File: src/hdl/rsf_mul.sv
// ----------------------------------------------------------------------------
// rsf_mul: shared unsigned multiplier
// A 32 by 32 bit unsigned multiply with a registered 64-bit product; the
// sequencer presents operands in one cycle and reads the product in the next.
// ----------------------------------------------------------------------------
module rsf_mul (
    input  logic        aclk,
    input  logic [31:0] op_a,
    input  logic [31:0] op_b,
    output logic [63:0] product
);

    logic [63:0] product_reg;

    always_ff @(posedge aclk) begin
        product_reg <= 64'(op_a) * 64'(op_b);
    end

    assign product = product_reg;

endmodule

File: config.mk
export PLATFORM = sky130hd
export DESIGN_NAME = rsf_mul
export DESIGN_NICKNAME = d
export VERILOG_FILES = /design/src/hdl/rsf_mul.sv
export SDC_FILE = /design/constraint.sdc
export NUM_CORES = 2
export LEC_CHECK = 0
export BUFFER_PORTS_ARGS = -buffer_cell sky130_fd_sc_hd__buf_2
export CAP_MARGIN = 20
export CELL_PAD_IN_SITES_DETAIL_PLACEMENT = 0
export CELL_PAD_IN_SITES_GLOBAL_PLACEMENT = 1
export CORE_AREA = 3 3 344 346
export CTS_CLUSTER_SIZE = 20
export DETAILED_ROUTE_END_ITERATION = 10
export DIE_AREA = 0 0 347 349
export PLACE_DENSITY_LB_ADDON = 0.1
export SLEW_MARGIN = 20
export SYNTH_ARGS = -nofsm -noshare
export SYNTH_HDL_FRONTEND = slang
export SYNTH_SLANG_ARGS = --single-unit
File: constraint.sdc
create_clock -name aclk -period 10.69 [get_ports aclk]
set_input_delay 1.6035 -clock aclk [delete_from_list [all_inputs] [get_ports aclk]]
set_output_delay 1.6035 -clock aclk [all_outputs]
set_load 0.02 [all_outputs]
* Word-level counts from Yosys, hierarchy flattened
Cells that the tools add are included. Widths: inputs -> output; s select.
Operators by class: multiply operators 1
Operator list (number):
- $mul 32x32->64 | 1
Word-level totals: output and inout bits 64, bits of input ports 65, word-level logic and storage cells 2, flip-flop bits (word level) 64

* Depth between registers and ports, before layout
depth after elaboration 1, gate-level depth with buffers 29

* Worst setup path after synthesis
OpenSTA, ideal clock, no wires.
path kind input port to flip-flop, start in op_a[25], end reg product_reg[62] (netlist: product[62]), arrival 8285 ps, library setup time 72 ps, buffers on the path 2, path slack 2334 ps, stages 25, cell sequence clkbuf_1 > nand2_1 > fa_1 > inv_1 > fa_1 > inv_1 > fa_1 > inv_1 > fa_1 > fa_1 > fa_1 > fa_1 > inv_1 > fa_1 > inv_1 > ha_1 > buf_2 > nand4_1 > or4_1 > or3_1 > a31oi_1 > a31o_2 > a211oi_1 > o21ai_1 > xor2_1
Between the ends: longest elaborated chain between the ends 1
Ends and longest elaborated chain:
- from (decl) | line 8 | input logic [31:0] op_a,
- $mul 32x32->64 | line 16 | product_reg <= 64'(op_a) * 64'(op_b);
- to (signal assigned) | line 16
- to (decl) | line 13 | logic [63:0] product_reg;
No other way between the ends.

* Worst setup path in the final report
start in op_b[9], end reg product_reg[62] (netlist: product[62])
Between the ends: longest elaborated chain between the ends 1
Ends and longest elaborated chain:
- from (decl) | line 9 | input logic [31:0] op_b,
- $mul 32x32->64 | line 16
No other way between the ends.

==> out/summary.txt <==
result of the run: finished clean
pins over their slew limit: 0
starting density of the core: 29.96%
Required @ worst endpoint: 10.98 ns
minimum clock period: 9.299 ns
slew margin rel.: 34.49%
final routed wire length divided by cell count: 22.02 um
hold crit path type: input port to flip-flop
CTS H-Tree Depth: 3
Worst Setup Slack, final: 1.391 ns
number of global-route vias before repair: 28030
simple logic cell fraction of the synthesized area: 17.62%
final routed wirelength across all metal layers: 115400 um
count of flip-flops with a built-in enable after synthesis: 0
Mapped Nets: 4972
pin count of the biggest net entering global routing: 33
dpl cell area: 0.03666 mm2
post-place setup slack: 1.046 ns
arrival time reported for the critical path endpoint: 9.58 ns
clock-pin transition on the worst setup and hold timing paths: 0.06 ns
nets: 4927
synthesized area per cell: 9.252 um2
most instantiated flip-flop cell in the synthesis netlist: dfxtp_1
total vias in the final route: 24220
post-CTS setup buffer count: 0
post-synthesis compound-gate area fraction: 4.153%
total of cells resized after clock tree synthesis: 0
share of cell area taken by muxes after synthesis: 0.02887%
finished layout cell area: 0.03698 mm2
area of the placeable core: 0.1157 mm2
buffers from clock root to sink, at most: 2
dominant combinational cell family by area after synthesis: adder cells
Post-DP HPWL: 93530 um
number of DRC violations after detailed routing: 0
share of synthesized cell area in full adder, half adder and majority cells: 61.22%
number of DRC markers in iteration 0: 931
Total Negative Setup Slacks: 0 ns
vias per std cell: 4.623
gpl congestion: 0.7903
first-pass GRT wire length: 177300 um
Mapped Area: 0.03468 mm2
CTS tree: built
final worst path period share: 86.99%
hold violation total from the final report: 0
yosys synthesis warning count: 0
start point of the critical path: op_b[9]
Seq/Total Area, Yosys: 3.695%
final setup violation count: 0
most common cell after layout, fill and taps aside: fa_1
flip-flop and latch count after synthesis: 64
Post-Syn Instances: 3748
floorplan die area: 0.1211 mm2
Layout fillers: 12390
quantity of I/O buffers inserted on ports: 128
Num CTS Buffers: 9
number of antenna violations at the first check in global routing: 11
launching element type of the critical path: input port
die width: 347 um
I/O Pins: 129
cell at the root of the clock tree: clkbuf_16
Area growth syn-to-layout: 6.657%
critical-path maximum fanout: 32
Post-synth ARST share: 0%
number of nets still failing antenna checks after routing: 0
combined global-route utilization of all metal layers: 19.64%
crit path kind: input port to flip-flop
overflow left after global routing: 0
Max Clk Rate: 107.5 MHz
die height: 349 um
total iterations of the first detailed-routing run: 7
slew of the pin with the lowest slew margin: 0.9826 ns
count of distinct cell types in the synthesized netlist: 57
post-synthesis xor/xnor area fraction: 1.515%
Worst Setup End Kind: flip-flop
max_cap viols: 0
Cell Rows: 125
worst setup path endpoint: product[62]$_DFF_P_
clk sinks: 64
most used cells in the layout excluding fill and tap cells: 896 x fa_1, 865 x inv_1, 602 x and2_1
hold-fix buffers at CTS: 0
number of flip-flops under the largest register name: 64
RSZ-0062 raised after global routing: false
share of cells above drive strength 1: 5.313%
how the worst min path moves through the flow:
stage / startpoint / to / slack [ns] / cells after the start
6_report: op_a[0] / product[0]$_DFF_P_ / 1.97 / 3
5_1_grt: op_a[0] / product[0]$_DFF_P_ / 1.97 / 3
4_1_cts: op_a[0] / product[0]$_DFF_P_ / 1.96 / 3
3_5_place_dp: product[61]$_DFF_P_ / product[61] / 2.02 / 1
3_3_place_gp: product[61]$_DFF_P_ / product[61] / 2.02 / 1
2_1_floorplan: op_b[0] / product[0]$_DFF_P_ / 1.73 / 1
Yosys cell counts, drive strengths merged, types with 4 or more instances:
master  count  area share [%]
fa        896              52
inv       865             9.4
and2      602              11
nand2     480             5.2
ha        263             9.5
clkbuf    213             2.3
a21oi      66            0.99
dfxtp      64             3.7
a21o       40            0.87
xnor2      35            0.88
o21ai      26            0.38
xor2       25            0.63
nand4      23            0.41
nor2       20            0.22
and3       14            0.25
a31oi      12            0.22
o21bai     11            0.25
nand3      10            0.14
o21a        9            0.19
buf         7           0.097
nor3        7            0.10
o31ai       5            0.23
a221o       4            0.12
a221oi      4            0.25
per-stage QoR:
stage / hold slack, ns / utilization, % / std cells
global route: 1.971 / 31.94 / 5233
CTS: 1.959 / 31.94 / 5232
detailed placement: 2.022 / 31.68 / 5216
floorplan: 1.731 / - / 3748
global placement: 2.019 / 31.68 / 5216
finish: 1.966 / 31.96 / 5239
cell families (layout without fill, tap and decap cells):
kind of cell | Yosys count | in the layout
AO/OA/AOI/OAI | 202 | 202
XOR/XNOR | 60 | 60
adder cells (fa/ha/maj) | 1159 | 1159
buffers and inverters | 1085 | 1045
flip-flops | 64 | 64
multiplexers | 1 | 1
other | 0 | 7
AND/OR/NAND/NOR | 1177 | 1177
metal layers:
metal	track usage [%]	share of wire, %
met5	0	0.023
met4	5.102	3.1
met3	1.622	2.1
met2	37.76	55
met1	23.35	40
critical path, cell delays in order:
cell	delay, ns
buf_2	0.69
and2_1	0.26
fa_1	0.45
fa_1	0.56
inv_1	0.06
fa_1	0.56
inv_1	0.06
fa_1	0.51
inv_1	0.06
fa_1	0.41
inv_1	0.08
fa_1	0.43
fa_1	0.49
inv_1	0.04
fa_1	0.48
inv_1	0.05
ha_1	0.44
nand4_1	0.25
or4_1	0.47
or3_1	0.38
a31oi_1	0.47
a31o_2	0.30
a211oi_1	0.12
o21ai_1	0.18
xor2_1	0.15
cell type report:
cell class | count | area (um2) | share of cell area [%]
Multi-Input combinational cell | 2599 | 29310 | 79.26
Tap cell | 1524 | 1907 | 5.156
Sequential cell | 64 | 1281 | 3.464
Inverter | 865 | 3247 | 8.779
Antenna cell | 7 | 17.52 | 0.04736
Timing Repair Buffer | 164 | 910.9 | 2.463
Clock buffer | 10 | 239.0 | 0.6462
Clock inverter | 6 | 67.56 | 0.1827
Power is not shown: default switching activity piles up to over one toggle a cycle in this logic, so the estimate is an artifact.
