<file path="config.mk">
export PLATFORM = sky130hd
export DESIGN_NAME = rsf_div
export DESIGN_NICKNAME = d
export VERILOG_FILES = /design/src/hdl/rsf_div.sv
export SDC_FILE = /design/constraint.sdc
export NUM_CORES = 1
export LEC_CHECK = 0
export ABC_AREA = 0
export BUFFER_PORTS_ARGS = -buffer_cell sky130_fd_sc_hd__clkbuf_2
export CAP_MARGIN = 30
export CELL_PAD_IN_SITES_DETAIL_PLACEMENT = 1
export CELL_PAD_IN_SITES_GLOBAL_PLACEMENT = 2
export CORE_ASPECT_RATIO = 2
export CORE_MARGIN = 1.5
export CORE_UTILIZATION = 25
export DETAILED_ROUTE_END_ITERATION = 7
export GPL_TIMING_DRIVEN = 0
export PLACE_DENSITY = 0.7
export REMOVE_ABC_BUFFERS = 1
export SYNTH_ARGS = -nofsm -noshare
export SYNTH_HDL_FRONTEND = slang
export SYNTH_SLANG_ARGS = --single-unit
</file>
<file path="constraint.sdc">
create_clock -name aclk -period 3.1 [get_ports aclk]
set_input_delay 0.155 -clock aclk [delete_from_list [all_inputs] [get_ports aclk]]
set_output_delay 0.155 -clock aclk [all_outputs]
set_load 0.02 [all_outputs]
</file>
<file path="src/hdl/rsf_div.sv">
// ----------------------------------------------------------------------------
// rsf_div: iterative unsigned divider
// Restoring division of a 64-bit dividend by a non-zero 31-bit divisor, one
// quotient bit per cycle.
// ----------------------------------------------------------------------------
module rsf_div (
    input  logic        aclk,
    input  logic        aresetn,
    input  logic        start,
    input  logic [63:0] dividend,
    input  logic [30:0] divisor,
    output logic        busy,
    output logic [63:0] quotient
);

    logic        busy_reg, busy_next;
    logic [5:0]  cnt_reg, cnt_next;
    logic [30:0] rem_reg, rem_next;
    logic [63:0] quo_reg, quo_next;
    logic [30:0] dvs_reg, dvs_next;
    logic [31:0] rem_sh;
    logic        ge;

    // The remainder stays below the divisor, so 31 bits hold it between steps.
    assign rem_sh = {rem_reg, quo_reg[63]};
    assign ge     = rem_sh >= {1'b0, dvs_reg};

    always_comb begin
        busy_next = busy_reg;
        cnt_next  = cnt_reg;
        rem_next  = rem_reg;
        quo_next  = quo_reg;
        dvs_next  = dvs_reg;
        if (start) begin
            busy_next = 1'b1;
            cnt_next  = 6'd63;
            rem_next  = 31'd0;
            quo_next  = dividend;
            dvs_next  = divisor;
        end else if (busy_reg) begin
            rem_next = ge ? 31'(rem_sh - {1'b0, dvs_reg}) : rem_sh[30:0];
            quo_next = {quo_reg[62:0], ge};
            if (cnt_reg == 6'd0) begin
                busy_next = 1'b0;
            end else begin
                cnt_next = cnt_reg - 6'd1;
            end
        end
    end

    always_ff @(posedge aclk) begin
        if (!aresetn) begin
            busy_reg <= 1'b0;
            cnt_reg  <= 6'd0;
        end else begin
            busy_reg <= busy_next;
            cnt_reg  <= cnt_next;
        end
        rem_reg <= rem_next;
        quo_reg <= quo_next;
        dvs_reg <= dvs_next;
    end

    assign busy     = busy_reg;
    assign quotient = quo_reg;

endmodule

</file>
* After elaboration in Yosys (flattened, before gate mapping)
Index checks and enable logic that the tools add are counted.
** Operators by class
- Add/subtract/negate cells :: 2
- Multipliers :: 0
- Divide/modulo/power cells :: 0
- $lt $le $gt $ge :: 1
- Equality and inequality tests :: 1
- Shift-type cells :: 0
- Mux-type cells :: 9
- Bitwise gates (word level) :: 0
- Reductions and logical operators :: 3
** Operator list (number)
- $mux 64 :: 2
- $ge 32x31->1 :: 1
- $mux 31 :: 1
- $sub 31x31->31 :: 1
- $mux 6 :: 3
- $logic_not 6->1 :: 1
- $sub 6x1->6 const B :: 1
- $mux 1 :: 3
- $ne 2x2->1 const B :: 1
- $reduce_and 2->1 :: 1
- $reduce_bool 2->1 :: 1
** Word-level totals
- Register bits :: 133
- Latch bits :: 0
- Bits in writable memories :: 0
- Memory bits (read-only) :: 0
- Output and inout port bits :: 65
- Memories :: 0

* Depth between registers and ports, before layout
Gate-level depths: netlist (run 1).
- Depth in word-level cells :: 4
- Gate-level depth with buffers :: 13
- Mapped depth without buffers :: 11

* Least setup slack after synthesis (run 1)
No wires, ideal clock.
- Path kind :: register to register
- From :: reg quo_reg[63] (netlist: quotient[63])
- To :: reg rem_reg[19]
- Library setup time :: 0.088 ns
- Data arrival time :: 2.903 ns
- Data required time :: 3.012 ns
- Slack :: 0.109 ns
- Stages on the path, launching flop included :: 13
- Path buffers :: 1
- Clock period less this slack :: 2.991 ns
- Cell sequence :: edfxtp_1 inv_1 ha_1 fa_1 and2b_1 o21bai_4 a211oi_4 o311a_1 o31ai_1 a21o_1 buf_6 or3_1 a311oi_2
** Between the ends
- Longest elaborated chain between the ends :: 2
- Elaborated cells between the ends (all ways) :: 3
- Those cells by class :: 1 x add/sub; 1 x order compare; 1 x mux
** RTL lines
- from (decl) :: RTL line 19 : logic [63:0] quo_reg, quo_next;
- from (signal assigned) :: RTL line 60 : quo_reg <= quo_next;
- $sub 31x31->31 or $ge 32x31->1 (tied branches) :: RTL line 41, 26
- $mux 31 (*) :: RTL line 41 : rem_next = ge ? 31'(rem_sh - {1'b0, dvs_reg}) : rem_sh[30:0];
- to (signal assigned) :: RTL line 59 : rem_reg <= rem_next;
- to (decl) :: RTL line 18 : logic [30:0] rem_reg, rem_next;
Every way passes the cells marked *; elsewhere a longest branch is shown, timed or not.
A chain may end at the register's enable or synchronous reset.

* Final worst setup path (run 1)
- From :: reg quo_reg[63] (netlist: quotient[63])
- To :: reg rem_reg[26]
Same word-level chain as after synthesis.

==> flow_summary.toml, run 1 <==
[synthesis]
async_reset_ff_frac = 0
synth_ff_type = "edfxtp_1"
yosys.area_share.simple = 0.0880
syn-cell-area_um2 = 7240
synth_seq_cells = 133
synth_top_family_by_area = "compound AO/OA/AOI/OAI gates"
synth_edf_count = 95
synthXorXnorAreaFrac = 0.0351
ys_seq_area_frac = 0.499
syn_avg_cell_area_um2 = 11.3
synth-adder-area-share = 0.0598
synth_compound_area_frac = 0.151
synth_cell_type_count = 58
synth.mux.area_fraction = 0.126
syn_inst = 643
ys_warn_count = 0

[sta]
worst_pin_slew_ns = 0.839
slew_viol_final = 0
rsz0062_at_grt = "yes"
finalSetupTns_ns = 0
fmax_mhz = 335
period_share = 0.963
setup_violations = 0
skew_ns = 0.0112
fin_crit_ns = 2.99
slew_headroom = 0.441
hold_viol_final = 0
setup_ws_ns = 0.114

[hold_path]
hp-class = "in2reg"
hold_path_end = "quotient[23]$_DFFE_PP_"
whs_path_depth = 2
hp-start = "dividend[23]"

[final_layout]
num-fill-cells = 3194
drive_above_1_share = 0.317
area_growth_pct = 37.2
largest_reg_flops = 64
final_nets = 1011
antenna_cells = 0
stdcell_area_um2 = 9930

[worst_setup_path]
cp_cell_sequence = "inv_1 > ha_2 > fa_2 > and2b_2 > o21bai_4 > a211oi_4 > o311a_1 > o31ai_4 > a21o_4 > buf_12 > nor2_1 > a221o_1"
reg2regPathDepth = 12
reg2reg_from = "quotient[63]$_DFFE_PP_"
crit_type = "reg2reg"
crit_required_ns = 3.42
critPathSlowestCell = "edfxtp_1"
startpoint = "quotient[63]$_DFFE_PP_"
cp.buffers_inverters = 2
cp.arrival_ns = 3.31
reg2reg_to = "rem_reg[26]$_SDFFE_PP0P_"
crit_path_end_kind = "flop"
cp_max_fo = 15
cp_top_family = "compound AO/OA/AOI/OAI gates"
max_stage_delay_ns = 0.43
rrSetupSlack_ns = 0.11
start_kind = "flop"

[placement]
place.gp.congestion = 0.756
io_buffer_count = 162
dp_slack_ns = -0.215
place_hpwl_um = 13500
dpl_cell_area_um2 = 8430

[cts]
clockBufferDepth = 2
clk_pin_slew_ns = 0.06
cts_inserted_buffers = 17
cts-root-buf = "clkbuf_16"
cts.htree.levels = 4
clock_latency_ns = 0.44
cts_tree = "done"
cts_sinks = 133

[global_routing]
grt_overflow = 0
grt_first_pass_wirelength_um = 31800
grt_usage = 0.135
grt_max_degree = 91
grt_pass1_vias = 6335
antenna_found_initial = 0

[drt]
vias = 5808
ant_nets = 0
wire_per_inst_um = 15.7
drtIter0Drc = 152
drt-total-wl_um = 19700
drt_pass1_iterations = 6
drt_drc_violations_left = 0
viasPerCell = 4.64

[power_and_ir_drop]
ir_drop_v = 0.000410
pwr_density_cell_nw_per_um2 = 554
finalPower_mw = 5.50
p_leak_nw = 4.27

[floorplanning]
ios = 163
die_x_um = 123
die_h_um = 244
core_area_um2 = 28600
dieArea_um2 = 30000
initial_core_util = 0.253
rows = 88

[run]
cap_violations = 0

[outcome]
status = "completed"
## synth_stat cells, drive strengths merged (4+ instances only)
master  number  share of area
a21oi       38          0.027
a21o        19          0.020
o311ai       4         0.0048
buf         12          0.011
nand2       40          0.021
ha          33          0.057
nor3        10         0.0069
o21bai       4         0.0057
mux2i       19          0.026
clkbuf      19         0.0099
a31oi        6         0.0052
and3         4         0.0035
edfxtp      95           0.39
mux2        64           0.10
a211oi      21          0.024
nor2        51          0.026
inv         39          0.020
a311oi       4         0.0057
nand3       10         0.0069
o21a        13          0.013
xnor2       17          0.021
o21ai       14         0.0097
nor2b        5         0.0043
o31ai        9         0.0093
a32oi        5         0.0061
xor2        12          0.015
dfxtp       38           0.11
## worst max-delay path by stage
stage                                     to  slack [ns]  cells past startpoint
floorplan           rem_reg[26]$_SDFFE_PP0P_       -0.42                     11
global placement      quotient[24]$_DFFE_PP_       -2.85                      3
detailed placement  rem_reg[27]$_SDFFE_PP0P_       -0.21                     12
CTS                 rem_reg[26]$_SDFFE_PP0P_        0.02                     12
global route        rem_reg[19]$_SDFFE_PP0P_       0.005                     10
finish              rem_reg[26]$_SDFFE_PP0P_        0.11                     12
## where the power goes
| group | internal [mW] | total (mW) | switching, mW |
|---|---|---|---|
| registers | 2.10 | 2.19 | 0.0948 |
| logic | 0.530 | 1.20 | 0.673 |
| clock network | 1.27 | 2.10 | 0.825 |
| total | 3.90 | 5.50 | 1.59 |
## what timing repair did
action / CTS / global route
setup endpoints to repair: 22 / 19
hold buffers: 77 / 0
setup buffers: 4 / 1
pin swaps: 1 / 0
resized for setup: 2 / 13
endpoints found under the hold margin: 77 / 0
gates cloned: 0 / 1
## per-layer routing
layer  up-vias  share of wire  wire, um  track usage
met3        20          0.047       925       0.0339
met1      2778           0.44      8660        0.162
li1       2853              -         -            -
met2       157           0.50      9810        0.229
met4         0          0.015       297       0.0500
met5         -              0         0            0
## placed cells by master (no fill, tap or decap), types with 20 or more instances in the layout
cell             n
dfxtp_1         37
clkbuf_2       161
inv_1           38
a211oi_1        20
ha_1            32
a21oi_1         35
edfxtp_1        95
mux2_2          64
nor2_1          51
nand2_1         40
dlygate4sd3_1   77
## metrics by stage
step	hold WS, ns	cells	utilization
2_1_floorplan	0.223	612	-
3_3_place_gp	0.332	1134	0.292
5_1_grt	0.00707	1252	0.347
4_1_cts	0.000448	1250	0.344
6_report	0.0259	1252	0.347
3_5_place_dp	0.334	1137	0.294
## area by class of cell
cell class | count | area, um2 | area share
clock buffers | 18 | 429 | 0.0432
well taps | 360 | 450 | 0.0454
repair buffers | 248 | 1720 | 0.173
inverters | 39 | 149 | 0.0150
multi-input cells | 440 | 3390 | 0.341
clock inverters | 14 | 175 | 0.0176
flip-flops and latches | 133 | 3610 | 0.364
## cell families after synthesis
| group | count (synthesis) |
|---|---|
| adders and majority gates | 34 |
| buffers and inverters | 70 |
| and+or+nand+nor | 140 |
| xor gates and xnor gates | 29 |
| AOI/OAI and AO/OA | 154 |
| DFF | 133 |
| muxes | 83 |
Power figures use the tool's default switching activity.
==> inputs of run 2 (changes only) <==
Settings changed: CORE_ASPECT_RATIO 2 to 0.7.
==> run 2 against run 1 <==
Compared with the run above: hold slack got worse by 0.0021 ns; first-iteration DRC count increased by 47%; clock power shrank 3%; utilization up 0.82 points; die area is 0.15% lower; register-to-register slack about the same; routed wire length increased by 5.9%; critical endpoint is now rem_reg[19]$_SDFFE_PP0P_; largest power group unchanged.
==> flow_summary.toml, run 2 (synthesized netlist as in run 1, its figures left out) <==
[drt]
drtIter0Drc = 223
drt_pass1_iterations = 5
viasPerCell = 4.56
drt-total-wl_um = 20900
ant_nets = 0
vias = 5788
wire_per_inst_um = 16.4
drt_drc_violations_left = 0

[sta]
fin_crit_ns = 2.98
period_share = 0.960
hold_viol_final = 0
fin_hold_ws_ns = 0.0238
finalSetupTns_ns = 0
fmax_mhz = 336
skew_ns = 0.0167
slew_viol_final = 0
slew_headroom = 0.435
worst_pin_slew_ns = 0.844
setup_violations = 0

[final_layout]
layout_common_cells = "clkbuf_2, edfxtp_1, dlygate4sd3_1, mux2_2, nor2_1"
stdcell_area_um2 = 9990
final_nets = 1017
largest_reg_flops = 64
antenna_cells = 0
final_util = 0.355
area_growth_pct = 38.1
layout_commonest_cell = "clkbuf_2"
num-fill-cells = 3124
drive_above_1_share = 0.320

[worst_setup_path]
max_stage_delay_ns = 0.40
cp_max_fo = 8
start_kind = "flop"
endpoint = "rem_reg[19]$_SDFFE_PP0P_"
reg2regPathDepth = 12
cp.buffers_inverters = 2
rrSetupSlack_ns = 0.12
startpoint = "quotient[63]$_DFFE_PP_"
critPathSlowestCell = "edfxtp_1"
cp_top_family = "compound AO/OA/AOI/OAI gates"
cp.arrival_ns = 3.32
crit_path_end_kind = "flop"
reg2reg_to = "rem_reg[19]$_SDFFE_PP0P_"
crit_type = "reg2reg"
cp_cell_sequence = "inv_2 > ha_4 > fa_2 > and2b_2 > o21bai_4 > a211oi_4 > o311a_1 > o31ai_1 > a21o_4 > buf_12 > or3_4 > a311oi_2"
crit_required_ns = 3.45
reg2reg_from = "quotient[63]$_DFFE_PP_"
critical_path_depth = 12

[power_and_ir_drop]
p_leak_nw = 4.30
pwr_density_cell_nw_per_um2 = 547
p_clk_frac = 0.374
power_frac_comb = 0.223
ir_drop_v = 0.000276
seqPwrFrac = 0.403
netSwitchingFraction = 0.299
p_switching_mw = 1.63
p_int_mw = 3.83

[floorplanning]
rows = 51
die_h_um = 145
ios = 163
dieArea_um2 = 30000
initial_core_util = 0.257
core_area_um2 = 28100
die_x_um = 206

[cts]
cts_sinks = 133
clockBufferDepth = 2
cts.htree.levels = 4
cts_tree = "done"
clk_pin_slew_ns = 0.07
cts-root-buf = "clkbuf_16"
clock_latency_ns = 0.45
cts_inserted_buffers = 17

[placement]
io_buffer_count = 162
place.gp.congestion = 0.761
place_hpwl_um = 14500
dpl_cell_area_um2 = 8440

[global_routing]
grt_max_degree = 83
grt_pass1_vias = 6127
grt_usage = 0.143
grt_overflow = 0
grt_first_pass_wirelength_um = 33200
antenna_found_initial = 0

[run]
cap_violations = 0

[outcome]
status = "completed"

[hold_path]
hp-class = "in2reg"
==> run 2: how the worst min path moves through the flow <==
stage,start,end,cells past startpoint,slack [ns]
6_report,dividend[2],quotient[2]$_DFFE_PP_,2,0.02
5_1_grt,dividend[5],quotient[5]$_DFFE_PP_,2,0.0008
3_3_place_gp,divisor[5],dvs_reg[5]$_DFFE_PP_,1,0.33
3_5_place_dp,divisor[23],dvs_reg[23]$_DFFE_PP_,1,0.33
2_1_floorplan,start,rem_reg[19]$_SDFFE_PP0P_,1,0.22
4_1_cts,dividend[5],quotient[5]$_DFFE_PP_,2,0.002
==> run 2: final cells by class <==
type,instances,area (um2),share of cell area
Sequential cell,133,3620,0.362
Multi-Input combinational cell,440,3400,0.340
Timing Repair Buffer,254,1790,0.179
Tap cell,371,464,0.0465
Clock buffer,18,429,0.0430
Clock inverter,13,148,0.0148
Inverter,39,146,0.0147
==> run 2: repair_timing <==
action | in CTS | in global routing
hold endpoints to repair | 79 | 1
gates resized for setup | 4 | 14
buffers inserted | 3 | 5
setup endpoints to repair | 24 | 27
pin swaps | 1 | 7
gates cloned | 0 | 1
hold buffers | 79 | 1
==> run 2: per-layer routing <==
metal | routed length (um) | part of all wire | track usage | up-vias
met3 | 1290 | 0.062 | 0.0584 | 10
met1 | 10600 | 0.51 | 0.198 | 2782
li1 | - | - | - | 2871
met4 | 163 | 0.0078 | 0.0337 | 0
met5 | 0 | 0 | 0 | -
met2 | 8780 | 0.42 | 0.205 | 125
==> run 2: power by group through the flow <==
stage	registers [mW]	logic, mW	clock network [mW]
after floorplan	2.33	0.615	0
after global placement	2.24	1.08	0
after detailed placement	2.24	1.09	0
after CTS	2.21	1.19	2.11
after global routing	2.23	1.35	2.18
final	2.20	1.22	2.04
==> run 2: per-stage QoR <==
| step | power (mW) | cells | setup slack (ns) |
|---|---|---|---|
| floorplan | 2.95 | 612 | -0.419 |
| finish | 5.47 | 1268 | 0.124 |
| global route | 5.76 | 1268 | -0.0417 |
| CTS | 5.50 | 1261 | 0.0248 |
| detailed placement | 3.33 | 1148 | -0.337 |
| global placement | 3.32 | 1145 | -3.00 |
==> inputs of run 3 (changes only) <==
Settings changed: ABC_CLOCK_PERIOD_IN_PS set to 3100, CORE_ASPECT_RATIO 0.7 to 1.75.
==> run 3 against run 2 <==
Compared with the run above: non-clock buffer count is 2 lower; count of clock-buffer cells in the layout stayed put; maximum frequency is 0.68% lower; sequential cell count stayed put; sequential power hardly changed; via count is 1.9% higher; sequential share of layout area is 0.061 points higher; critical path depth is 1 lower; critical path type unchanged.
==> flow_summary.toml, run 3 (synthesized netlist as in run 1, its figures left out) <==
[cts]
cts_tree = "done"
clk_pin_slew_ns = 0.06
clock_latency_ns = 0.44
cts_sinks = 133
clockBufferDepth = 2
cts.htree.levels = 4
cts_inserted_buffers = 17
cts-root-buf = "clkbuf_16"

[drt]
drt_drc_violations_left = 0
drtIter0Drc = 161
wire_per_inst_um = 16.7
viasPerCell = 4.63
drt-total-wl_um = 21300
drt_pass1_iterations = 4
vias = 5898
ant_nets = 0

[power_and_ir_drop]
finalPower_mw = 5.36
pwr_density_cell_nw_per_um2 = 537
ir_drop_v = 0.000361
p_leak_nw = 4.27

[sta]
skew_ns = 0.0102
finalSetupTns_ns = 0
period_share = 0.967
slew_viol_final = 0
hold_viol_final = 0
setup_violations = 0
rsz0062_at_grt = "yes"
fin_hold_ws_ns = 0.0157
worst_pin_slew_ns = 0.913
setup_ws_ns = 0.103
fin_crit_ns = 3.00
fmax_mhz = 334
slew_headroom = 0.389

[worst_setup_path]
max_stage_delay_ns = 0.41
reg2regPathDepth = 11
crit_required_ns = 3.47
rrSetupSlack_ns = 0.10
crit_path_end_kind = "flop"
cp_cell_sequence = "ha_4 > fa_2 > and2b_2 > o21bai_4 > a211oi_4 > o311a_1 > o31ai_2 > a21o_4 > buf_12 > or3b_4 > a211oi_2"
start_kind = "flop"
cp_max_fo = 16
crit_type = "reg2reg"
critPathSlowestCell = "edfxtp_1"
cp.arrival_ns = 3.36
reg2reg_from = "dvs_reg[0]$_DFFE_PP_"
reg2reg_to = "rem_reg[30]$_SDFFE_PP0P_"

[final_layout]
final_util = 0.349
stdcell_area_um2 = 9970
fin_cells = 1274
final_nets = 1015
drive_above_1_share = 0.327
antenna_cells = 0
largest_reg_flops = 64
layout_common_cells = "clkbuf_2, edfxtp_1, dlygate4sd3_1, mux2_2, nor2_1"
area_growth_pct = 37.7
layout_commonest_cell = "clkbuf_2"

[floorplanning]
initial_core_util = 0.254
dieArea_um2 = 30000
rows = 82
die_x_um = 132
ios = 163
core_area_um2 = 28500
die_h_um = 228

[placement]
dpl_cell_area_um2 = 8450
placedCellCount = 1155
io_buffer_count = 162
place.gp.congestion = 0.746
dp_slack_ns = -0.326
place_hpwl_um = 14800

[global_routing]
grt_pass1_vias = 6549
grt_first_pass_wirelength_um = 34100
grt_max_degree = 101
grt_usage = 0.146
antenna_found_initial = 0
grt_overflow = 0

[hold_path]
whs_path_depth = 3
hold_path_end = "quotient[0]$_DFFE_PP_"
hp-start = "dividend[0]"
hp-class = "in2reg"

[run]
cap_violations = 0

[outcome]
status = "completed"
==> run 3: how the worst max path moves through the flow <==
stage | from | end | slack [ns] | depth (start not counted)
finish | dvs_reg[0]$_DFFE_PP_ | rem_reg[30]$_SDFFE_PP0P_ | 0.10 | 11
global route | dvs_reg[0]$_DFFE_PP_ | rem_reg[30]$_SDFFE_PP0P_ | -0.006 | 11
CTS | quotient[63]$_DFFE_PP_ | rem_reg[30]$_SDFFE_PP0P_ | 0.003 | 12
detailed placement | quotient[63]$_DFFE_PP_ | rem_reg[30]$_SDFFE_PP0P_ | -0.33 | 12
global placement | start | quotient[0]$_DFFE_PP_ | -3.12 | 3
floorplan | quotient[63]$_DFFE_PP_ | rem_reg[26]$_SDFFE_PP0P_ | -0.42 | 11
==> run 3: area by class of cell <==
| cell class | instances | area [um2] |
|---|---|---|
| multi-input cells | 440 | 3410 |
| clock buffers | 18 | 439 |
| repair buffers | 252 | 1770 |
| clock inverters | 14 | 113 |
| flip-flops and latches | 133 | 3610 |
| well taps | 378 | 473 |
| fillers | 3267 | 18600 |
| inverters | 39 | 149 |
==> run 3: layer usage <==
metal	track usage	part of all wire	routed length (um)
met5	0	0	0
met4	0.0729	0.028	607
met3	0.0349	0.041	869
met2	0.286	0.57	12200
met1	0.140	0.36	7610
==> run 3: critical path: cells and delay by family (launching register included) <==
family / cells / cell delay [ns]
buf+inv: 1 / 0.16
flops: 1 / 0.41
simple gates: 2 / 0.66
fa+ha+maj: 2 / 0.60
compound gates: 6 / 1.08
==> run 3: repair_timing <==
| action | 4_1_cts | 5_1_grt |
|---|---|---|
| hold buffers | 79 | 0 |
| endpoints found under the hold margin | 79 | 0 |
| setup endpoints to repair | 24 | 5 |
| pin swaps | 1 | 11 |
| setup buffers | 5 | 2 |
| cloned | 0 | 1 |
| gates resized for setup | 8 | 15 |
==> run 3: power by group <==
part | switching, mW | internal (mW) | total, mW
Clock | 0.814 | 1.11 | 1.92
Sequential | 0.0924 | 2.10 | 2.19
Combinational | 0.696 | 0.546 | 1.24
